[src/rtl/core/gtjs_pkg.sv]
// Shared types, codes and defaults for the generation-tagged job slot table.
// No dependencies; used by every module of the block.
`timescale 1ns / 1ps
`default_nettype none

package gtjs_pkg;

  localparam int CAPACITY_DEF      = 16;
  localparam int PAYLOAD_WIDTH_DEF = 64;

  // handle = generation << GEN_SHIFT | slot
  localparam int GEN_SHIFT = 8;
  localparam int GEN_BITS  = 64 - GEN_SHIFT;

  localparam logic [1:0] FUNC_STORE   = 2'd0;
  localparam logic [1:0] FUNC_LOOKUP  = 2'd1;
  localparam logic [1:0] FUNC_RELEASE = 2'd2;
  localparam logic [1:0] FUNC_INVAL   = 2'd3;

  typedef struct packed {
    logic [1:0]  func;
    logic [63:0] payload_in;
    logic [63:0] handle_in;
  } req_t;

  typedef struct packed {
    logic        ok;
    logic [63:0] handle_out;
    logic [63:0] payload_out;
  } rsp_t;

  // controller -> datapath
  typedef struct packed {
    logic load;   // capture request, issue table read
    logic exec;   // compare, update state, register result
  } cmd_t;

endpackage

`default_nettype wire

[src/rtl/core/generation_tagged_job_slot_table_top.sv]
// Each operation runs in two steps, and busy keeps a new request out until the
// last one is through: the accepting edge reads the slot memories at the
// request's slot, then the execute state compares, updates the table and registers the result.
// Reset (rst, synchronous): valid marks cleared, slot pointer 0, generation 1;
// slot memory contents are not cleared and are only read behind a valid mark.
// Results are shown for one cycle on done; the receiver cannot stall.
`timescale 1ns / 1ps
`default_nettype none

module generation_tagged_job_slot_table_top #(
  parameter int CAPACITY      = gtjs_pkg::CAPACITY_DEF,
  parameter int PAYLOAD_WIDTH = gtjs_pkg::PAYLOAD_WIDTH_DEF
) (
  input  wire logic           clk,
  input  wire logic           rst,
  input  wire logic           start,
  output logic                busy,
  input  wire gtjs_pkg::req_t req,
  output logic                done,
  output gtjs_pkg::rsp_t      rsp
);

  gtjs_pkg::cmd_t cmd;

  gtjs_ctrl u_ctrl (
    .clk   (clk),
    .rst   (rst),
    .start (start),
    .busy  (busy),
    .done  (done),
    .cmd   (cmd)
  );

  gtjs_datapath #(
    .CAPACITY      (CAPACITY),
    .PAYLOAD_WIDTH (PAYLOAD_WIDTH)
  ) u_dp (
    .clk (clk),
    .rst (rst),
    .cmd (cmd),
    .req (req),
    .rsp (rsp)
  );

endmodule

`default_nettype wire

[src/rtl/core/gtjs_ctrl.sv]
// Controller for the job slot table: two-state sequencer and result strobe.
// Depends on gtjs_pkg (cmd_t).
`timescale 1ns / 1ps
`default_nettype none

module gtjs_ctrl (
  input  wire logic          clk,
  input  wire logic          rst,
  input  wire logic          start,
  output logic               busy,
  output logic               done,
  output gtjs_pkg::cmd_t     cmd
);

  localparam logic ST_IDLE = 1'b0;
  localparam logic ST_EXEC = 1'b1;

  logic state;
  logic state_next;

  always_comb begin
    state_next = state;
    case (state)
      ST_IDLE: if (start) state_next = ST_EXEC;
      ST_EXEC: state_next = ST_IDLE;
      default: state_next = ST_IDLE;
    endcase
  end

  always_ff @(posedge clk) begin
    if (rst) begin
      state <= ST_IDLE;
      done  <= 1'b0;
    end else begin
      state <= state_next;
      done  <= (state == ST_EXEC);
    end
  end

  assign busy     = (state == ST_EXEC);
  assign cmd.load = start && (state == ST_IDLE);
  assign cmd.exec = (state == ST_EXEC);

endmodule

`default_nettype wire

[src/rtl/core/gtjs_datapath.sv]
// Datapath for the job slot table: slot memories, valid marks, slot pointer,
// generation counter and result register. Depends on gtjs_pkg.
`timescale 1ns / 1ps
`default_nettype none

module gtjs_datapath #(
  parameter int CAPACITY      = gtjs_pkg::CAPACITY_DEF,
  parameter int PAYLOAD_WIDTH = gtjs_pkg::PAYLOAD_WIDTH_DEF
) (
  input  wire logic           clk,
  input  wire logic           rst,
  input  wire gtjs_pkg::cmd_t cmd,
  input  wire gtjs_pkg::req_t req,
  output gtjs_pkg::rsp_t      rsp
);

  localparam int IDX_W = (CAPACITY > 1) ? $clog2(CAPACITY) : 1;
  localparam int GB    = gtjs_pkg::GEN_BITS;
  localparam int GS    = gtjs_pkg::GEN_SHIFT;

  // slot memories; slot index is implicit, so only the generation bits are kept
  logic [GB-1:0]            gen_mem [CAPACITY];
  logic [PAYLOAD_WIDTH-1:0] pay_mem [CAPACITY];
  logic [GB-1:0]            rd_gen;
  logic [PAYLOAD_WIDTH-1:0] rd_pay;

  logic [CAPACITY-1:0] valid;
  logic [IDX_W-1:0]    ptr;
  logic [63:0]         gen;

  // captured request
  logic [1:0]               func;
  logic [PAYLOAD_WIDTH-1:0] payload;
  logic [63:0]              handle;
  logic                     in_range;
  logic [IDX_W-1:0]         slot;

  logic             req_in_range;
  logic [IDX_W-1:0] req_slot;
  logic             hit;
  logic [63:0]      gen_inc;
  logic [63:0]      gen_next;
  logic [IDX_W-1:0] ptr_next;
  logic             mem_we;
  gtjs_pkg::rsp_t   rsp_next;

  assign req_in_range = ({1'b0, req.handle_in[GS-1:0]} < 9'(CAPACITY));
  assign req_slot     = req_in_range ? req.handle_in[IDX_W-1:0] : '0;

  assign gen_inc  = gen + 64'd1;
  assign gen_next = (gen_inc == 64'd0) ? 64'd1 : gen_inc;
  assign ptr_next = (ptr == IDX_W'(CAPACITY - 1)) ? '0 : ptr + IDX_W'(1);

  assign hit = (handle != 64'd0) && in_range && valid[slot] &&
               (rd_gen == handle[63:GS]);

  assign mem_we = cmd.exec && (func == gtjs_pkg::FUNC_STORE);

  always_ff @(posedge clk) begin
    if (cmd.load) begin
      func     <= req.func;
      payload  <= req.payload_in[PAYLOAD_WIDTH-1:0];
      handle   <= req.handle_in;
      in_range <= req_in_range;
      slot     <= req_slot;
      rd_gen   <= gen_mem[req_slot];
      rd_pay   <= pay_mem[req_slot];
    end
    if (mem_we) begin
      gen_mem[ptr] <= gen[GB-1:0];
      pay_mem[ptr] <= payload;
    end
  end

  // control state
  always_ff @(posedge clk) begin
    if (rst) begin
      valid <= '0;
      ptr   <= '0;
      gen   <= 64'd1;
    end else if (cmd.exec) begin
      case (func)
        gtjs_pkg::FUNC_STORE: begin
          valid[ptr] <= 1'b1;
          ptr        <= ptr_next;
          gen        <= gen_next;
        end
        gtjs_pkg::FUNC_RELEASE: begin
          if (hit) valid[slot] <= 1'b0;
        end
        gtjs_pkg::FUNC_INVAL: begin
          valid <= '0;
          ptr   <= '0;
          gen   <= gen_next;
        end
        default: ;
      endcase
    end
  end

  // result
  always_comb begin
    rsp_next = '0;
    case (func)
      gtjs_pkg::FUNC_STORE: begin
        rsp_next.ok         = 1'b1;
        rsp_next.handle_out = {gen[GB-1:0], GS'(ptr)};
      end
      gtjs_pkg::FUNC_LOOKUP: begin
        rsp_next.ok = hit;
        if (hit) rsp_next.payload_out = 64'(rd_pay);
      end
      gtjs_pkg::FUNC_RELEASE: begin
        rsp_next.ok = hit;
      end
      default: ;
    endcase
  end

  always_ff @(posedge clk) begin
    if (cmd.exec) begin
      rsp <= rsp_next;
    end
  end

endmodule

`default_nettype wire

[config.mk]
export PLATFORM = sky130hd
export DESIGN_NAME = generation_tagged_job_slot_table_top
export DESIGN_NICKNAME = d
export VERILOG_FILES = /design/src/rtl/core/gtjs_pkg.sv /design/src/rtl/core/generation_tagged_job_slot_table_top.sv /design/src/rtl/core/gtjs_ctrl.sv /design/src/rtl/core/gtjs_datapath.sv
export SDC_FILE = /design/constraint.sdc
export NUM_CORES = 2
export LEC_CHECK = 0
export BUFFER_PORTS_ARGS = -buffer_cell sky130_fd_sc_hd__buf_2
export CAP_MARGIN = 40
export CORE_MARGIN = 1.5
export CORE_UTILIZATION = 30
export CTS_BUF_LIST = sky130_fd_sc_hd__clkbuf_2 sky130_fd_sc_hd__clkbuf_4 sky130_fd_sc_hd__clkbuf_8
export DETAILED_ROUTE_END_ITERATION = 10
export MAX_ROUTING_LAYER = met4
export PLACE_DENSITY = 0.49
export SLEW_MARGIN = 5
export SYNTH_ARGS = -nofsm -noshare
export SYNTH_HDL_FRONTEND = slang
export SYNTH_SLANG_ARGS = --single-unit
[constraint.sdc]
create_clock -name clk -period 19.6 [get_ports clk]
set_clock_uncertainty 0.2 [all_clocks]
set_input_delay 3.92 -clock clk [delete_from_list [all_inputs] [get_ports clk]]
set_output_delay 3.92 -clock clk [all_outputs]
set_load 0.01 [all_outputs]
### After elaboration in Yosys (flattened, before gate mapping)

Memory sizes are Yosys's and may differ from the RTL's. A register that Yosys moved wholly into a read port is not among the register bits.
Index checks and enable logic that the tools add are counted.

| storage, ports and cells | value |
|---|---|
| logic and storage cells | 68 |
| bits in registers | 350 |
| output and inout port bits | 131 |
| RAM bits | 1,920 |
| memories | 2 |

| cells by class | value |
|---|---|
| add/sub/neg operators | 2 |
| mux-type cells | 17 |
| eq/ne operators | 6 |
| bitwise gates (word level) | 4 |
| $lt $le $gt $ge | 5 |
| reductions and logical operators | 18 |

Memory list:

| memory | words | bits a word | rd ports | clocked after memory_dff | write ports | RTL line | RTL |
|---|---|---|---|---|---|---|---|
| u_dp.pay_mem | 16 | 64 | 1 | 1 | 1 | gtjs_datapath.sv:23 | `logic [PAYLOAD_WIDTH-1:0] pay_mem [CAPACITY];` |
| u_dp.gen_mem | 16 | 56 | 1 | 1 | 1 | gtjs_datapath.sv:22 | `logic [GB-1:0] gen_mem [CAPACITY];` |

Operator list:

| operator | number |
|---|---|
| $add 64x1->64 const B | 1 |
| $logic_not 64->1 | 1 |
| $mux 64 | 1 |
| $reduce_bool 64->1 | 1 |
| $eq 56x56->1 | 1 |
| $pmux 16 s3 | 1 |
| $and 16x16->16 | 1 |
| $mux 16 | 1 |
| $not 16->16 | 1 |
| $or 16x16->16 | 1 |
| $lt 4x5->1 const B | 2 |
| $demux 1 s4 | 2 |
| $ge 4x1->1 const B | 2 |
| $lt 8x5->1 const B | 1 |
| $mux 4 | 2 |
| $pmux 4 s2 | 1 |
| $logic_and 1x1->1 | 7 |
| $mux 1 | 6 |
| $reduce_and 2->1 | 3 |
| $add 4x1->4 const B | 1 |
| $bmux 1 s4 | 1 |
| $eq 2x2->1 const B | 2 |
| $eq 4x4->1 const B | 1 |
| $pmux 1 s2 | 2 |
| other kinds (8) | 9 |

### Depth between registers and ports, before layout

| logic depth | value |
|---|---|
| word-level depth | 8 |
| gate-level depth with buffers | 11 |

### By module

A second synthesis with hierarchy kept.

| unflattened totals | value |
|---|---|
| cells, all modules | 6,010 |
| area total of the unflattened synthesis | 95,087.4 um^2 |

By module, submodules not included:

| module | times used | cells each | seq. area each (um^2) | area an instance (um^2) |
|---|---|---|---|---|
| gtjs_datapath | 1 | 6,004 | 70,747.9 | 95,012.4 |
| gtjs_ctrl | 1 | 6 | 40.0 | 75.1 |

### Worst setup path after synthesis

Ideal clock, no wire load.

| path | value |
|---|---|
| path kind | input port to flip-flop |
| start | input start |
| end | register u_dp.func[0] (enable) |
| slack | 3,587 ps |
| library setup time | 901 ps |
| data required time | 18,499 ps |
| arrival time | 14,912 ps |
| cell stages on the path | 1 |
| buffers on the path | 0 |
| path through | nor2b_1 |

| on the way | value |
|---|---|
| longest elaborated chain between the ends | 1 |

RTL lines:

| what | RTL line | RTL |
|---|---|---|
| from (decl) | generation_tagged_job_slot_table_top.sv:16 | `input wire logic start,` |
| $logic_and 1x1->1 | gtjs_ctrl.sv:41 | `assign cmd.load = start && (state == ST_IDLE);` |
| to (signal assigned) | gtjs_datapath.sv:61 | `func <= req.func;` |
| to (decl) | gtjs_datapath.sv:32 | `logic [1:0] func;` |

Every way passes these cells.
A chain may end at the register's enable or synchronous reset.

### Worst setup path after layout

| path | value |
|---|---|
| start | input req[6] (netlist bit) |
| end | register u_dp.rd_pay[21] (read register of u_dp.pay_mem), data pin |

| on the way | value |
|---|---|
| longest elaborated chain between the ends | 2 |

RTL lines:

| what | RTL line | RTL |
|---|---|---|
| from (decl) | generation_tagged_job_slot_table_top.sv:18 | `input wire gtjs_pkg::req_t req,` |
| $lt 8x5->1 | gtjs_datapath.sv:47 | `assign req_in_range = ({1'b0, req.handle_in[GS-1:0]} < 9'(CAPACITY));` |
| $mux 4 | gtjs_datapath.sv:48 | `assign req_slot = req_in_range ? req.handle_in[IDX_W-1:0] : '0;` |
| to (decl) | gtjs_datapath.sv:25 | `logic [PAYLOAD_WIDTH-1:0] rd_pay;` |

Every way passes these cells.

==> run_results.csv <==
group,metric,value,unit
clock_network,clock_latency,1.01,ns
job,maxCapViolCount,0,
place,portBuffers,259,
grt,antenna_found_initial,16,
grt,grt_remaining_overflow,0,
die,initial_utilization,30.2,%
final_layout,stdcell_area,0.110,sq mm
die,die_w,566,um
die,io_pins,264,
final_layout,final_cells,10979,
final_layout,nets,6621,
setup_path,worstSetupEndpointType,"register",
timing,fin_crit_sh,43.8,%
synthesis,synthFlopType,"edfxtp_1",
routing,wl_per_cell,26.9,um
grt,grt_first_pass_wirelength,420000,um
final_layout,area_growth_syn_to_layout,15.4,%
synthesis,yosysTopAreaCellShare,72.7,%
clock_network,cts_setup_buffers,0,
synthesis,synth_edf_count,2300,
clock_network,h-tree-depth,5,
clock_network,cts.clk_slew.worst_paths,0.06,ns
setup_path,r2r_cells,8,
die,die_area,0.320,sq mm
timing,rsz0062_at_grt,"false",
clock_network,cts_hold_buffers,0,
hold_path,hold_path_end,"u_dp.valid[15]",
synthesis,netlist_area,0.0950,sq mm
timing,tns,0,ns
setup_path,path_max_fanout,73,
outcome,status,"completed",
synthesis,async_reset_ff_share,0,%
timing,slew_viol_final,0,
routing,drtIter0Drc,5015,
timing,period_minus_slack,8.59,ns
clock_network,root_buffer,"clkbuf_8",
clock_network,cts.sinks,2386,
hold_path,hold_depth,2,
synthesis,syn-mean-instance-area,15.6,sq um
final_layout,multiInputGateArea,0.0224,sq mm
setup_path,arrival,9.07,ns
timing,setup_viol,0,
pwr,power.total,10300,uW
synthesis,ys_seq_area_share,74.5,%
pwr,ir_drop,0.0652,mV
setup_path,reg2reg_to,"u_dp.pay_mem[14][58]",
synthesis,synth_cell_types,74,
synthesis,synth-seq-cells,2386,
grt,grtUsageTotal,18.5,%
timing,fmax,0.116,GHz
routing,wl,296000,um
setup_path,required,20.08,ns
timing,hold_viol,0,
synthesis,synth_largest_area_cell,"edfxtp_1",
clock_network,clock_path_buffers,4,
place,place_congestion,0.879,
clock_network,numCtsBuffers,398,
routing,drc,0,
pwr,p_per_area,94.0,mW/mm^2
final_layout,nFillCells,30360,
routing,vias,56711,
hold_path,hold_path.class,"reg2reg",
clock_network,cts_tree,"built",
setup_path,r2r-start,"u_dp.func[0]",
final_layout,regArea,0.0708,sq mm
pwr,leakage,0.0357,uW
grt,grt_max_degree,144,
place,dp.final_hpwl,157000,um
place,dpl.cell_count,10238,
setup_path,reg2reg_setup_slack,14.79,ns
die,core,0.315,sq mm
setup_path,start_kind,"input pin",
synthesis,yosysWarnings,0,
timing,tightest_slew,1.07,ns
synthesis,synthTopCellsByArea,"edfxtp_1 73%, mux2_2 4.3%, a21oi_1 3.9%",
final_layout,drive_gt1_share,21.6,%
die,die_y,566,um
routing,first_pass_iters,6,
grt,grt_pass1_vias,57569,
hold_path,hold_start,"u_dp.valid[15]",
synthesis,synthCells,6100,
die,rows,206,
place,place_area,0.102,sq mm
clock_network,cts_resized,0,
timing,maxSlewHeadroom,28.9,%
routing,via_per_inst,5.17,
routing,ant_nets,0,
setup_path,critPathKind,"in2reg",
==> state kept, by name (all words and copies together) (netlist names) <==
signal / cells
u_dp.gen: 64
u_ctrl.busy: 1
u_dp.func: 2
u_dp.valid: 16
u_dp.in_range: 1
u_dp.ptr: 4
u_dp.pay_mem: 1024
u_dp.gen_mem: 896
u_dp.slot: 4
u_dp.payload: 64
u_dp.rd_pay: 64
u_dp.handle: 64
u_dp.rd_gen: 56
u_dp.rsp: 125
u_ctrl.done: 1
==> where the power goes <==
group / internal (uW) / switching [uW]
Sequential: 5620 / 67.3
Clock: 2250 / 2030
Combinational: 113 / 230
Total: 7980 / 2330
==> cell families after synthesis <==
kind of cell | after synthesis | share of synthesized area [%]
AOI/OAI and AO/OA | 1538 | 9.86
buffers and inverters | 483 | 2.09
DFF | 2386 | 74.5
adders and majority gates | 10 | 0.132
other | 1 | 0.00395
and+or+nand+nor | 940 | 5.21
xor gates and xnor gates | 134 | 1.24
muxes | 608 | 6.95
==> cell usage after synthesis (59+ instances only) <==
library cell,instances
nand2_1,299
a221oi_1,121
a211oi_1,126
dfxtp_1,86
o21ai_0,150
nand4_1,61
a21oi_1,736
mux2_2,361
o22ai_1,121
mux2i_1,242
o211ai_1,137
xnor2_1,59
clkbuf_1,367
and3_1,199
edfxtp_1,2300
o31ai_1,122
and2_1,67
nor2_1,104
xor2_1,75
==> cells in the final DEF, fill, tap and decap left out, types with 116 or more instances in the layout <==
cell and count:
o21ai_0 150, a21oi_1 736, clkbuf_8 408, o211ai_1 137, buf_2 256, mux2i_1 242, buf_4 123, clkbuf_4 137
a221oi_1 121, o22ai_1 121, nand2_1 297, edfxtp_1 2300, a211oi_1 126, and3_1 198, clkinv_1 116, mux2_2 361
o31ai_1 122
==> stage by stage <==
step	hold slack, ns	utilization, %	worst slack [ns]
finish	0.299	34.8	11.01
global route	0.313	34.8	10.82
CTS	0.302	34.8	11.02
detailed placement	0.290	32.4	9.91
global placement	0.282	32.1	9.91
floorplan	0.257	-	3.59
==> cell type report <==
type | count | area share [%]
flip-flops and latches | 2386 | 64.6
multi-input cells | 3234 | 20.4
clock buffers | 545 | 6.06
well taps | 4160 | 4.75
repair buffers | 442 | 3.20
clock inverters | 176 | 0.869
inverters | 16 | 0.0731
diodes | 20 | 0.0457
==> worst max path at each step <==
stage,startpoint,endpoint,slack (ns),cells past startpoint
2_1_floorplan,start,u_dp.func[0],3.59,1
3_3_place_gp,req[6],u_dp.rd_pay[29],9.91,11
3_5_place_dp,req[6],u_dp.rd_pay[37],9.91,12
4_1_cts,req[6],u_dp.rd_pay[37],11.02,12
5_1_grt,req[6],u_dp.rd_pay[31],10.82,12
6_report,req[6],u_dp.rd_pay[21],11.01,12
==> routing by layer <==
metal  wire length [um]  track usage [%]
met3              14400             2.58
met1             126000             23.4
met2             147000             31.0
met5                  0                -
met4               7740             5.53
==> worst max-delay path: stages <==
cell      delay (ns)
buf_2           0.11
or4_4           0.74
inv_6           0.45
nand2_4         0.56
inv_8           0.52
buf_16          0.44
buf_4           0.79
buf_4           0.79
mux2i_1         0.26
o21ai_0         0.10
o211ai_1        0.14
o31ai_1         0.10
No activity file was read; power rests on OpenSTA's default activity.
